--- config.mk ---
export PLATFORM = sky130hd
export DESIGN_NAME = ius_div
export DESIGN_NICKNAME = d
export VERILOG_FILES = /design/src/rtl/core/ius_div.sv
export SDC_FILE = /design/constraint.sdc
export NUM_CORES = 1
export LEC_CHECK = 0
export ABC_AREA = 0
export BUFFER_PORTS_ARGS = -buffer_cell sky130_fd_sc_hd__buf_2
export CAP_MARGIN = 20
export CORE_MARGIN = 2
export CORE_UTILIZATION = 56
export DETAILED_ROUTE_END_ITERATION = 12
export GPL_TIMING_DRIVEN = 0
export PLACE_DENSITY_LB_ADDON = 0.05
export SYNTH_ARGS = -nofsm -noshare
export SYNTH_HDL_FRONTEND = slang
export SYNTH_SLANG_ARGS = --single-unit
--- constraint.sdc ---
create_clock -name i_clk -period 4.66 [get_ports i_clk]
set_input_delay 0.699 -clock i_clk [delete_from_list [all_inputs] [get_ports i_clk]]
set_output_delay 0.699 -clock i_clk [all_outputs]
set_load 0.01 [all_outputs]
--- src/rtl/core/ius_div.sv ---
// ---------------------------------------------------------------------------
// ius_div : bit-serial restoring divider
// One quotient bit per cycle. The caller guarantees that the
// numerator is below den << QW, so only QW steps are needed.
// ---------------------------------------------------------------------------
module ius_div #(
    parameter int NW = 11,
    parameter int DW = 6,
    parameter int QW = 11
) (
    input  logic          i_clk,
    input  logic          i_rst_n,
    input  logic          i_start,
    input  logic [NW-1:0] i_num,
    input  logic [DW-1:0] i_den,
    output logic          o_done,
    output logic [QW-1:0] o_quo,
    output logic [DW-1:0] o_rem
);

    localparam int CW = $clog2(QW);

    logic [DW+NW-1:0] num_ext;
    logic [DW:0]      trial;
    logic             ge;
    logic [DW:0]      diff;

    logic          r_busy;
    logic          r_done;
    logic [CW-1:0] r_cnt;
    logic [DW-1:0] r_rem;
    logic [QW-1:0] r_q;
    logic [DW-1:0] r_den;

    assign num_ext = {{DW{1'b0}}, i_num};
    assign trial   = {r_rem, r_q[QW-1]};
    assign ge      = (trial >= {1'b0, r_den});
    assign diff    = trial - {1'b0, r_den};

    always_ff @(posedge i_clk) begin
        if (!i_rst_n) begin
            r_busy <= 1'b0;
            r_done <= 1'b0;
            r_cnt  <= '0;
        end else begin
            r_done <= 1'b0;
            if (i_start) begin
                r_busy <= 1'b1;
                r_cnt  <= '0;
            end else if (r_busy) begin
                r_cnt <= r_cnt + 1'b1;
                if (r_cnt == CW'(QW - 1)) begin
                    r_busy <= 1'b0;
                    r_done <= 1'b1;
                end
            end
        end
    end

    // shift numerator bits out the top of r_q, quotient bits in at the bottom
    always_ff @(posedge i_clk) begin
        if (i_start) begin
            r_rem <= num_ext[QW +: DW];
            r_q   <= i_num[QW-1:0];
            r_den <= i_den;
        end else if (r_busy) begin
            r_rem <= ge ? diff[DW-1:0] : trial[DW-1:0];
            r_q   <= {r_q[QW-2:0], ge};
        end
    end

    assign o_done = r_done;
    assign o_quo  = r_q;
    assign o_rem  = r_rem;

endmodule

## Word-level counts from Yosys, hierarchy flattened

Index checks and enable logic that the tools add are counted.

| word-level totals | value |
|---|---|
| output and inout port bits | 18 |
| word-level logic and storage cells | 22 |
| memory bits (writable) | 0 |
| bits in registers | 29 |
| bits of input ports | 20 |
| memories kept | 0 |
| bits in read-only memories | 0 |
| bits in latches | 0 |

| operators by class | value |
|---|---|
| add/subtract/negate cells | 2 |
| multiplexer cells | 7 |
| bitwise gates (word level) | 2 |
| multiply operators | 0 |
| shifts and indexed selects | 0 |
| equality and inequality tests | 1 |
| $lt $le $gt $ge | 1 |
| div/mod/pow operators | 0 |
| reduce and logical (&&, ||, !) cells | 3 |

Operator list:

| kind | number |
|---|---|
| $mux 11 | 2 |
| $ge 7x6->1 | 1 |
| $mux 6 | 1 |
| $sub 6x6->6 | 1 |
| $add 4x1->4 const B | 1 |
| $eq 4x4->1 const B | 1 |
| $mux 1 | 4 |
| $reduce_or 3->1 | 1 |
| $not 1->1 | 2 |
| $reduce_bool 2->1 | 1 |
| $reduce_or 2->1 | 1 |

## Logic depth before layout (Yosys ltp)

Gate-level depths: netlist of the first run.

| depth | value |
|---|---|
| depth after elaboration | 4 |
| mapped depth | 8 |
| mapped depth without buffers | 8 |

## Worst setup path after synthesis of the first run

No wires, ideal clock.

| timing path | value |
|---|---|
| path kind | reg2reg |
| start | register r_rem[3] (netlist: o_rem[3]) |
| end | register r_q[0] (netlist: o_quo[0]) (data pin) |
| setup slack | 2.686 ns |
| period minus slack after synthesis | 1.974 ns |
| arrival time | 1.715 ns |
| required time | 4.400 ns |
| stages on the path, launching flop included | 7 |
| setup time | 0.260 ns |
| path buffers | 1 |
| path through | dfxtp_1 -> ha_1 -> a21o_1 -> a211o_1 -> a41o_1 -> buf_6 -> mux2_2 |

| on the way | value |
|---|---|
| cells in the longest elaborated chain, start to end | 3 |

RTL lines:

| element | RTL line | RTL |
|---|---|---|
| from (decl) | 31 | `logic [DW-1:0] r_rem;` |
| from (signal assigned) | 63 | `r_rem <= num_ext[QW +: DW];` |
| from (signal assigned) | 67 | `r_rem <= ge ? diff[DW-1:0] : trial[DW-1:0];` |
| $ge 7x6->1 | 37 | `assign ge = (trial >= {1'b0, r_den});` |
| $mux 11 | 66 | `end else if (r_busy) begin` |
| $mux 11 | 62 | `if (i_start) begin` |
| to (signal assigned) | 64 | `r_q <= i_num[QW-1:0];` |
| to (signal assigned) | 68 | `r_q <= {r_q[QW-2:0], ge};` |
| to (decl) | 32 | `logic [QW-1:0] r_q;` |

Every way passes these cells. The select of a mux whose other input is x is not followed.
A chain may end at the register's enable or synchronous reset.

## Final worst setup path of the first run

Ends and elaborated chain as after synthesis.

==> results of run 1 <==
[registers in the layout, indices dropped and copies added (netlist names)]
register  cells
r_den         6
r_busy        1
o_quo        11
o_rem         6
o_done        1
r_cnt         4
[area by class of cell]
type                       count  area (µm²)
sequential                    29         751
buffer                         5        26.3
tap                           30        37.5
inverter                      12        45.0
clock inverter                 1        30.0
clock buffer                   7        55.1
fill                         196         693
timing repair buffer          37         185
multi-input combinational     84         654
[tightest hold or removal path, cell delays in order (launching register included)]
cell     delay [ns]
dfxtp_1        0.36
xor2_1         0.07
nor2_1         0.07
[layer usage]
metal / track usage [%] / part of all wire (%) / vias up
met3: 6.56 / 5.9 / 7
met5: 0 / 0 / -
met4: 9.76 / 1.2 / 0
met1: 22.6 / 45 / 510
li1: - / - / 552
met2: 29.9 / 48 / 29
[power groups by stage]
stage | sequential [µW] | combinational (µW) | clock [µW]
after floorplan | 322 | 94.7 | 0
after global placement | 315 | 140 | 0
after detailed placement | 316 | 146 | 0
after CTS | 310 | 146 | 219
after global routing | 313 | 161 | 228
final | 310 | 146 | 214
[layout by cell type, fill, tap and decap left out, types with 3 or more instances in the layout]
cell type / n
xor2_1: 4
clkbuf_1: 4
a211oi_1: 4
buf_2: 37
inv_1: 12
dfxtp_1: 12
mux2i_1: 4
nand2_1: 5
edfxtp_1: 17
mux2_2: 12
o21ai_0: 4
nor2_1: 13
nor2b_1: 3
nor3_1: 3
ha_1: 9
clkbuf_4: 5
a21oi_1: 5
[kinds of logic after synthesis]
group	Yosys count	share of synthesized area [%]
AOI/OAI and AO/OA	21	9.83
xor gates and xnor gates	6	3.56
adders and majority gates	10	8.98
buffers and inverters	17	4.83
DFF	29	50.8
muxes	16	11.9
and+or+nand+nor	31	10.1
[final timing paths]
kind              startpoint        to  slack [ns]  cells past startpoint
setup / recovery    o_rem[3]  o_quo[0]        2.63                      6
hold / removal      r_cnt[3]  r_cnt[3]        0.54                      2
setup reg to reg    o_rem[3]  o_quo[0]        2.63                      6
hold reg to reg     r_cnt[3]  r_cnt[3]        0.54                      2
[per-stage QoR]
step / hold WS (ns) / util, % / cells / setup slack, ns / instance area, µm²
after global placement: 0.500 / 68.6 / 197 / 2.40 / 1700
after CTS: 0.536 / 72.0 / 205 / 2.62 / 1780
after floorplan: 0.478 / - / 130 / 2.69 / 1480
after detailed placement: 0.517 / 68.6 / 197 / 2.32 / 1700
after global routing: 0.535 / 72.0 / 205 / 2.52 / 1780
final: 0.535 / 72.0 / 205 / 2.63 / 1780
==> impl_metrics.tcl, run 1 <==
set metrics [dict create \
    fmax_mhz 492 \
    dp_hpwl_um 2020 \
    pwr-share-clk_pct 32.0 \
    drc 0 \
    ant_nets 0 \
    worstPathRequired_ns 4.75 \
    clockRootBuffer "clkbuf_4" \
    grt_setup_unrepaired "false" \
    syn_inst 130 \
    wl_um 2650 \
    ctsResizeCount 0 \
    setup_viol 0 \
    synth_area_leaders "edfxtp_1 (35%), dfxtp_1 (16%), mux2_2 (9.2%), ha_1 (7.6%), nor2_1 (3.3%)" \
    hold_class "reg2reg" \
    arrival_ns 2.12 \
    rows 18 \
    path_class "reg2reg" \
    initial_core_util_pct 59.6 \
    core-area_um2 2480 \
    cts_tree "done" \
    cp_num_buf_inv 1 \
    clkTransAtPathRegs_ns 0.10 \
    synth_nets 160 \
    comb_power_share_pct 21.7 \
    grt_pass1_wl_um 4550 \
    clk_path_buf_depth 2 \
    synth_async_sr_flop_share_pct 0 \
    cp_max_fo 9 \
    diodes 0 \
    port_buffers 37 \
    tightest_slew_ns 0.498 \
    seq_area_frac_synth_pct 50.8 \
    maxCapViolCount 0 \
    switching_power_uw 176 \
    synth_top_area_share_pct 34.6 \
    fin_setup_tns_ns 0 \
    postCtsSetupBuffers 0 \
    slew_violations 0 \
    max-slew-margin-rel_pct 66.8 \
    seq_power_share_pct 46.3 \
    synth_common_cells "edfxtp_1 (17), nor2_1 (13), dfxtp_1 (12), inv_1 (12), mux2_2 (12)" \
    ys_ff_latch 29 \
    synth_most_common_cell "edfxtp_1" \
    gr-total-overflow 0 \
    hold_viol_final 0 \
    max_stage_delay_ns 0.37 \
    wl_per_cell_um 12.9 \
    antenna_found_initial 0 \
    syn_avg_cell_area_um2 11.4 \
    crit_slowest_cell "ha_1" \
    dieArea_um2 3060 \
    clock_sinks 29 \
    leakagePower_uw 0.000791 \
    dr.pass1.iters 4 \
    cp_top_family "compound AO/OA/AOI/OAI gates" \
    syn_to_final_growth_pct 20.8 \
    netlist.top_cell.by_area "edfxtp_1" \
    ctsHoldBuffers 0 \
    layout.nets 204 \
    dr_total_vias 1098 \
    ios 38 \
    drive_gt1_share_pct 33.1 \
    syn_area_um2 1480 \
    power.total_uw 670 \
    skew_ns 0.00986 \
    grt_start_max_net_pins 12 \
    globalplace.congestion 0.749 \
    powerDensity_nw_per_um2 376 \
    irDropWorstVdd_mv 0.309 \
    fin_crit_sh_pct 43.6 \
    ys.flop_type "edfxtp_1" \
    grt_pass1_vias 1075 \
    synth-edff-count 17 \
    clock_latency_ns 0.32 \
    switching_share_pct 26.2 \
    path_cells "ha_1 > a21o_1 > a211o_1 > a41o_1 > buf_6 > mux2_2" \
    via_per_inst 5.36 \
    period_needed_ns 2.03 \
    grt_use_total_pct 18.9 \
    htree_levels 2 \
    dieHeight_um 55.3 \
    cts_buffers 5 \
    internal-power_uw 495 \
    die_width_um 55.3 \
    drt_iter0_markers 42 \
    status "finished clean" \
    ys_types 33 \
    critPathLaunchType "register" \
    yosysWarnings 0 \
    cp-end-kind "register" \
]
Power figures use the tool's default switching activity.
==> run 2: changes to the inputs <==
Settings changed: CORE_UTILIZATION 56 to 52.
Clock period 4.66 ns to 2 ns, I/O delays scaled along.
==> run 2 against run 1 <==
Clock power increased by 51%. Setup slack lost 2.6 ns. First-iteration DRC count is 55% lower. Sequential share of layout area is 0.052 points higher. Final area rose by 0.21%. Flip-flop and latch count stayed put. Highest routed layer unchanged. Critical path depth increased by 1. Clock skew decreased by 0.0043 ns. Combinational power increased to 2.5 times the previous value. Worst hold slack lost 0.39 ns. Non-clock buffer count grew 2.
==> impl_metrics.tcl, run 2 (same netlist as run 1, synthesis figures left out) <==
set metrics [dict create \
    drc 0 \
    globalplace.congestion 0.828 \
    worstPathRequired_ns 2.09 \
    grt_start_max_net_pins 12 \
    port_buffers 37 \
    instances_no_fill 208 \
    finalHoldWorstSlack_ns 0.147 \
    hold_viol_final 0 \
    worst_r2r_startpoint "r_den[4]" \
    grt_setup_unrepaired "true" \
    leakagePower_uw 0.000785 \
    min_to "r_den[0]" \
    arrival_ns 2.05 \
    cp-end-kind "register" \
    ios 38 \
    diodes 0 \
    largest_reg_flops 11 \
    irDropWorstVdd_mv 0.656 \
    dr_total_vias 1094 \
    layout.nets 206 \
    clockRootBuffer "clkbuf_4" \
    dr.pass1.iters 5 \
    critPathLaunchType "register" \
    dr_wl_met3_um 140 \
    grt_pass1_vias 1060 \
    pre_cts_slack_ns -0.0241 \
    final_common_cell "buf_2" \
    fin_setup_tns_ns 0 \
    setup_viol 0 \
    routed-wl-met2_um 1490 \
    status "finished clean" \
    syn_to_final_growth_pct 21.1 \
    ant_nets 0 \
    cts_tree "done" \
    final_cell_mix "buf_2 (38), edfxtp_1 (17), nor2_1 (13), mux2_2 (11)" \
    fin_crit_sh_pct 97.9 \
    hold_class "in2reg" \
    rrSetupSlack_ns 0.04 \
    rr_endpoint "o_quo[0]" \
    tightest_slew_ns 0.489 \
    htree_levels 2 \
    initial_core_util_pct 54.0 \
    setup_ws_ns 0.0410 \
    grt_use_total_pct 18.6 \
    rows 19 \
    cts_buffers 5 \
    placedCellCount 198 \
    fmax_mhz 510 \
    reg2regPathDepth 7 \
    period_needed_ns 1.96 \
    slew_violations 0 \
    dieArea_um2 3280 \
    ctsHoldBuffers 0 \
    wl_per_cell_um 14.1 \
    power.total_uw 1420 \
    clock_latency_ns 0.33 \
    path_class "reg2reg" \
    dieHeight_um 57.3 \
    hold_path_depth 1 \
    clk_path_buf_depth 2 \
    regArea_um2 753 \
    cp_max_fo 5 \
    via_per_inst 5.26 \
    antenna_found_initial 0 \
    max-slew-margin-rel_pct 67.4 \
    top_layer "met4" \
    gr-total-overflow 0 \
    maxCapViolCount 0 \
    wl_um 2930 \
    wirelength_met1_um 1250 \
    skew_ns 0.00560 \
    clkTransAtPathRegs_ns 0.09 \
    clock_sinks 29 \
    core-area_um2 2730 \
    drive_gt1_share_pct 37.3 \
    fillers 232 \
    die_width_um 57.3 \
    min_from "i_den[0]" \
    multiInputGateArea_um2 677 \
    dp_hpwl_um 2080 \
    powerDensity_nw_per_um2 793 \
    drt_iter0_markers 19 \
    grt_pass1_wl_um 4540 \
]
[run 2: changes by cell type in the layout (fill, tap and decap cells not counted), moves of 2 or more]
cell / change
inv_1: -2
clkinv_1: +2
dfxtp_1: -2
ha_1: -2
inv_2: +2
dfxtp_2: +2
[run 2: worst max-delay path: stages, from the launching register on]
cell,delay [ns]
edfxtp_1,0.40
inv_2,0.09
ha_4,0.21
a21o_1,0.15
a211o_1,0.25
a41o_1,0.23
buf_6,0.14
mux2_4,0.25
[run 2: final cells by class]
| type | instances | share of cell area (%) |
|---|---|---|
| buffer | 5 | 1.47 |
| clock inverter | 3 | 0.700 |
| tap | 31 | 2.17 |
| timing repair buffer | 39 | 11.1 |
| inverter | 12 | 2.52 |
| sequential | 29 | 42.1 |
| clock buffer | 5 | 2.10 |
| multi-input combinational | 84 | 37.9 |
[run 2: worst max path at each step]
stage          slack [ns]  cells past startpoint       end     start
2_1_floorplan        0.03                      6  o_quo[0]  o_rem[3]
3_3_place_gp       -0.007                      7  o_quo[0]  r_den[4]
3_5_place_dp        -0.02                      6  o_quo[0]  o_rem[3]
4_1_cts             0.009                      6  o_quo[0]  o_rem[3]
5_1_grt             -0.03                      7  o_quo[0]  r_den[4]
6_report             0.04                      7  o_quo[0]  r_den[4]
[run 2: through the flow]
stage	area, µm²	utilization (%)
after CTS	1760	64.5
final	1790	65.4
after floorplan	1480	-
after global routing	1790	65.4
after global placement	1700	62.2
after detailed placement	1700	62.2
[run 2: per-layer routing]
metal / up-vias / GRT usage (%)
met5: - / 0
met4: 0 / 6.98
li1: 549 / -
met2: 27 / 30.5
met1: 512 / 22.2
met3: 6 / 7.26
[run 2: power breakdown]
group | switching, µW | leakage [µW] | internal [µW]
clock | 197 | 0.0000300 | 127
combinational | 188 | 0.000486 | 180
sequential | 34.6 | 0.000269 | 693
[run 2: timing repair]
action / CTS / global route
cloned: 0 / 1
pin swaps: 0 / 3
resized for setup: 1 / 8
setup buffers: 0 / 1
setup endpoints to repair: 2 / 4
==> run 3: changes to the inputs <==
Settings changed: BUFFER_PORTS_ARGS -buffer_cell sky130_fd_sc_hd__buf_2 to -buffer_cell sky130_fd_sc_hd__buf_4.
==> run 3 against run 2 <==
Flip-flop and latch count is the same. Non-clock buffer count is the same. Combinational power is 8.2% higher. Largest cell class unchanged. Sequential power hardly changed. Via count increased by 0.55%.
==> impl_metrics.tcl, run 3 (same netlist as run 1, synthesis figures left out) <==
set metrics [dict create \
    path_cells "inv_2 > ha_4 > a21o_1 > a211o_1 > a41o_1 > buf_6 > mux2_4" \
    ios 38 \
    initial_core_util_pct 54.0 \
    drt_iter0_markers 42 \
    regArea_um2 752 \
    seq_power_share_pct 50.5 \
    drc 0 \
    grt_setup_unrepaired "true" \
    dr_total_vias 1100 \
    multiInputGateArea_um2 689 \
    diodes 0 \
    drive_gt1_share_pct 36.7 \
    cp-end-kind "register" \
    cp-startpoint "r_den[4]" \
    finalHoldWorstSlack_ns 0.172 \
    ctsHoldBuffers 0 \
    fillers 217 \
    arrival_ns 1.99 \
    cts_buffers 5 \
    port_buffers 37 \
    wirelength_met1_um 1220 \
    ant_nets 0 \
    globalplace.congestion 0.834 \
    min_to "r_den[1]" \
    wl_per_cell_um 13.9 \
    grt_use_total_pct 19.0 \
    skew_ns 0.00328 \
    instances_no_fill 208 \
    dr.pass1.iters 4 \
    irDropWorstVdd_mv 0.525 \
    dr_wl_met3_um 134 \
    hold_viol_final 0 \
    clkTransAtPathRegs_ns 0.08 \
    gr-total-overflow 0 \
    fmax_mhz 516 \
    period_needed_ns 1.94 \
    cp_max_fo 5 \
    final_cell_mix "buf_4 (38), edfxtp_1 (17), nor2_1 (13), mux2_2 (11), dfxtp_1 (11)" \
    rrSetupSlack_ns 0.06 \
    worstPathRequired_ns 2.06 \
    rr_endpoint "o_quo[0]" \
    internal-power_uw 1040 \
    top_layer "met3" \
    die_width_um 57.3 \
    worst_r2r_startpoint "r_den[4]" \
    reg2regPathDepth 7 \
    clk_path_buf_depth 2 \
    cts_tree "done" \
    layout.nets 206 \
    clockRootBuffer "clkbuf_4" \
    maxCapViolCount 0 \
    grt_pass1_vias 1071 \
    dp_hpwl_um 2130 \
    pwr-share-clk_pct 22.0 \
    via_per_inst 5.29 \
    switching_share_pct 27.8 \
    core-area_um2 2730 \
    min_from "i_den[1]" \
    final_common_cell "buf_4" \
    hold_class "in2reg" \
    rows 19 \
    dieArea_um2 3280 \
    powerDensity_nw_per_um2 764 \
    critPathLaunchType "register" \
    setup_viol 0 \
    slew_violations 0 \
    htree_levels 2 \
    grt_pass1_wl_um 4760 \
    fin_crit_sh_pct 96.8 \
    crit_slowest_cell "edfxtp_1" \
    status "finished clean" \
    hold_path_depth 1 \
    tightest_slew_ns 0.518 \
    placedCellCount 198 \
    switching_power_uw 401 \
    largest_reg_flops 11 \
    routed-wl-met2_um 1540 \
    max_stage_delay_ns 0.39 \
    leakagePower_uw 0.000808 \
    clock_latency_ns 0.30 \
    max-slew-margin-rel_pct 65.5 \
    clock_sinks 29 \
    syn_to_final_growth_pct 28.1 \
    antenna_found_initial 0 \
    grt_start_max_net_pins 12 \
    wl_um 2900 \
    dieHeight_um 57.3 \
    comb_power_share_pct 27.5 \
    path_class "reg2reg" \
]
[run 3: per-layer routing]
| metal | global-route usage, % | up-vias |
|---|---|---|
| met3 | 5.67 | 0 |
| met1 | 23.2 | 523 |
| met5 | 0 | - |
| met2 | 32.2 | 28 |
| met4 | 6.31 | 0 |
| li1 | - | 549 |
[run 3: cell type report]
class | count | share of cell area (%)
Timing Repair Buffer | 39 | 15.4
Tap cell | 31 | 2.05
Buffer | 5 | 1.39
Inverter | 12 | 2.38
Clock buffer | 8 | 2.58
Multi-Input combinational cell | 84 | 36.5
Sequential cell | 29 | 39.8
[run 3: worst max-delay path: cells and delay by family (launching register included)]
family	cells	cell delay (ns)
compound gates	3	0.62
fa+ha+maj	1	0.21
buf+inv	2	0.22
flops	1	0.39
mux	1	0.25
[run 3: power by group through the flow]
stage	clock (µW)	combinational [µW]	sequential (µW)
floorplan	0	221	751
global placement	0	358	738
detailed placement	0	370	739
CTS	333	377	727
global route	359	442	736
finish	317	397	729
[run 3: timing repair]
item                                   CTS  global route
setup endpoints to repair                1             4
buffers inserted                         0             1
cloned                                   0             1
pin swaps                                0             2
endpoints found under the hold margin    0             0
resized for setup                        1             8
[run 3: how the worst max path moves through the flow]
stage,to,slack [ns],depth (start not counted)
3_3_place_gp,o_quo[0],-0.005,7
4_1_cts,o_quo[0],0.006,6
3_5_place_dp,o_quo[0],-0.02,6
6_report,o_quo[0],0.06,7
5_1_grt,o_quo[0],-0.008,7
2_1_floorplan,o_quo[0],0.03,6
[run 3: metrics by stage]
stage	setup TNS, ns	instance area (µm²)	util (%)	setup slack, ns	total power [µW]
detailed placement	-0.0227	1790	65.6	-0.0227	1110
global route	-0.00807	1890	69.2	-0.00807	1540
finish	0	1890	69.2	0.0636	1440
CTS	0	1850	67.8	0.00605	1440
global placement	-0.00534	1790	65.6	-0.00534	1100
floorplan	0	1480	-	0.0256	971
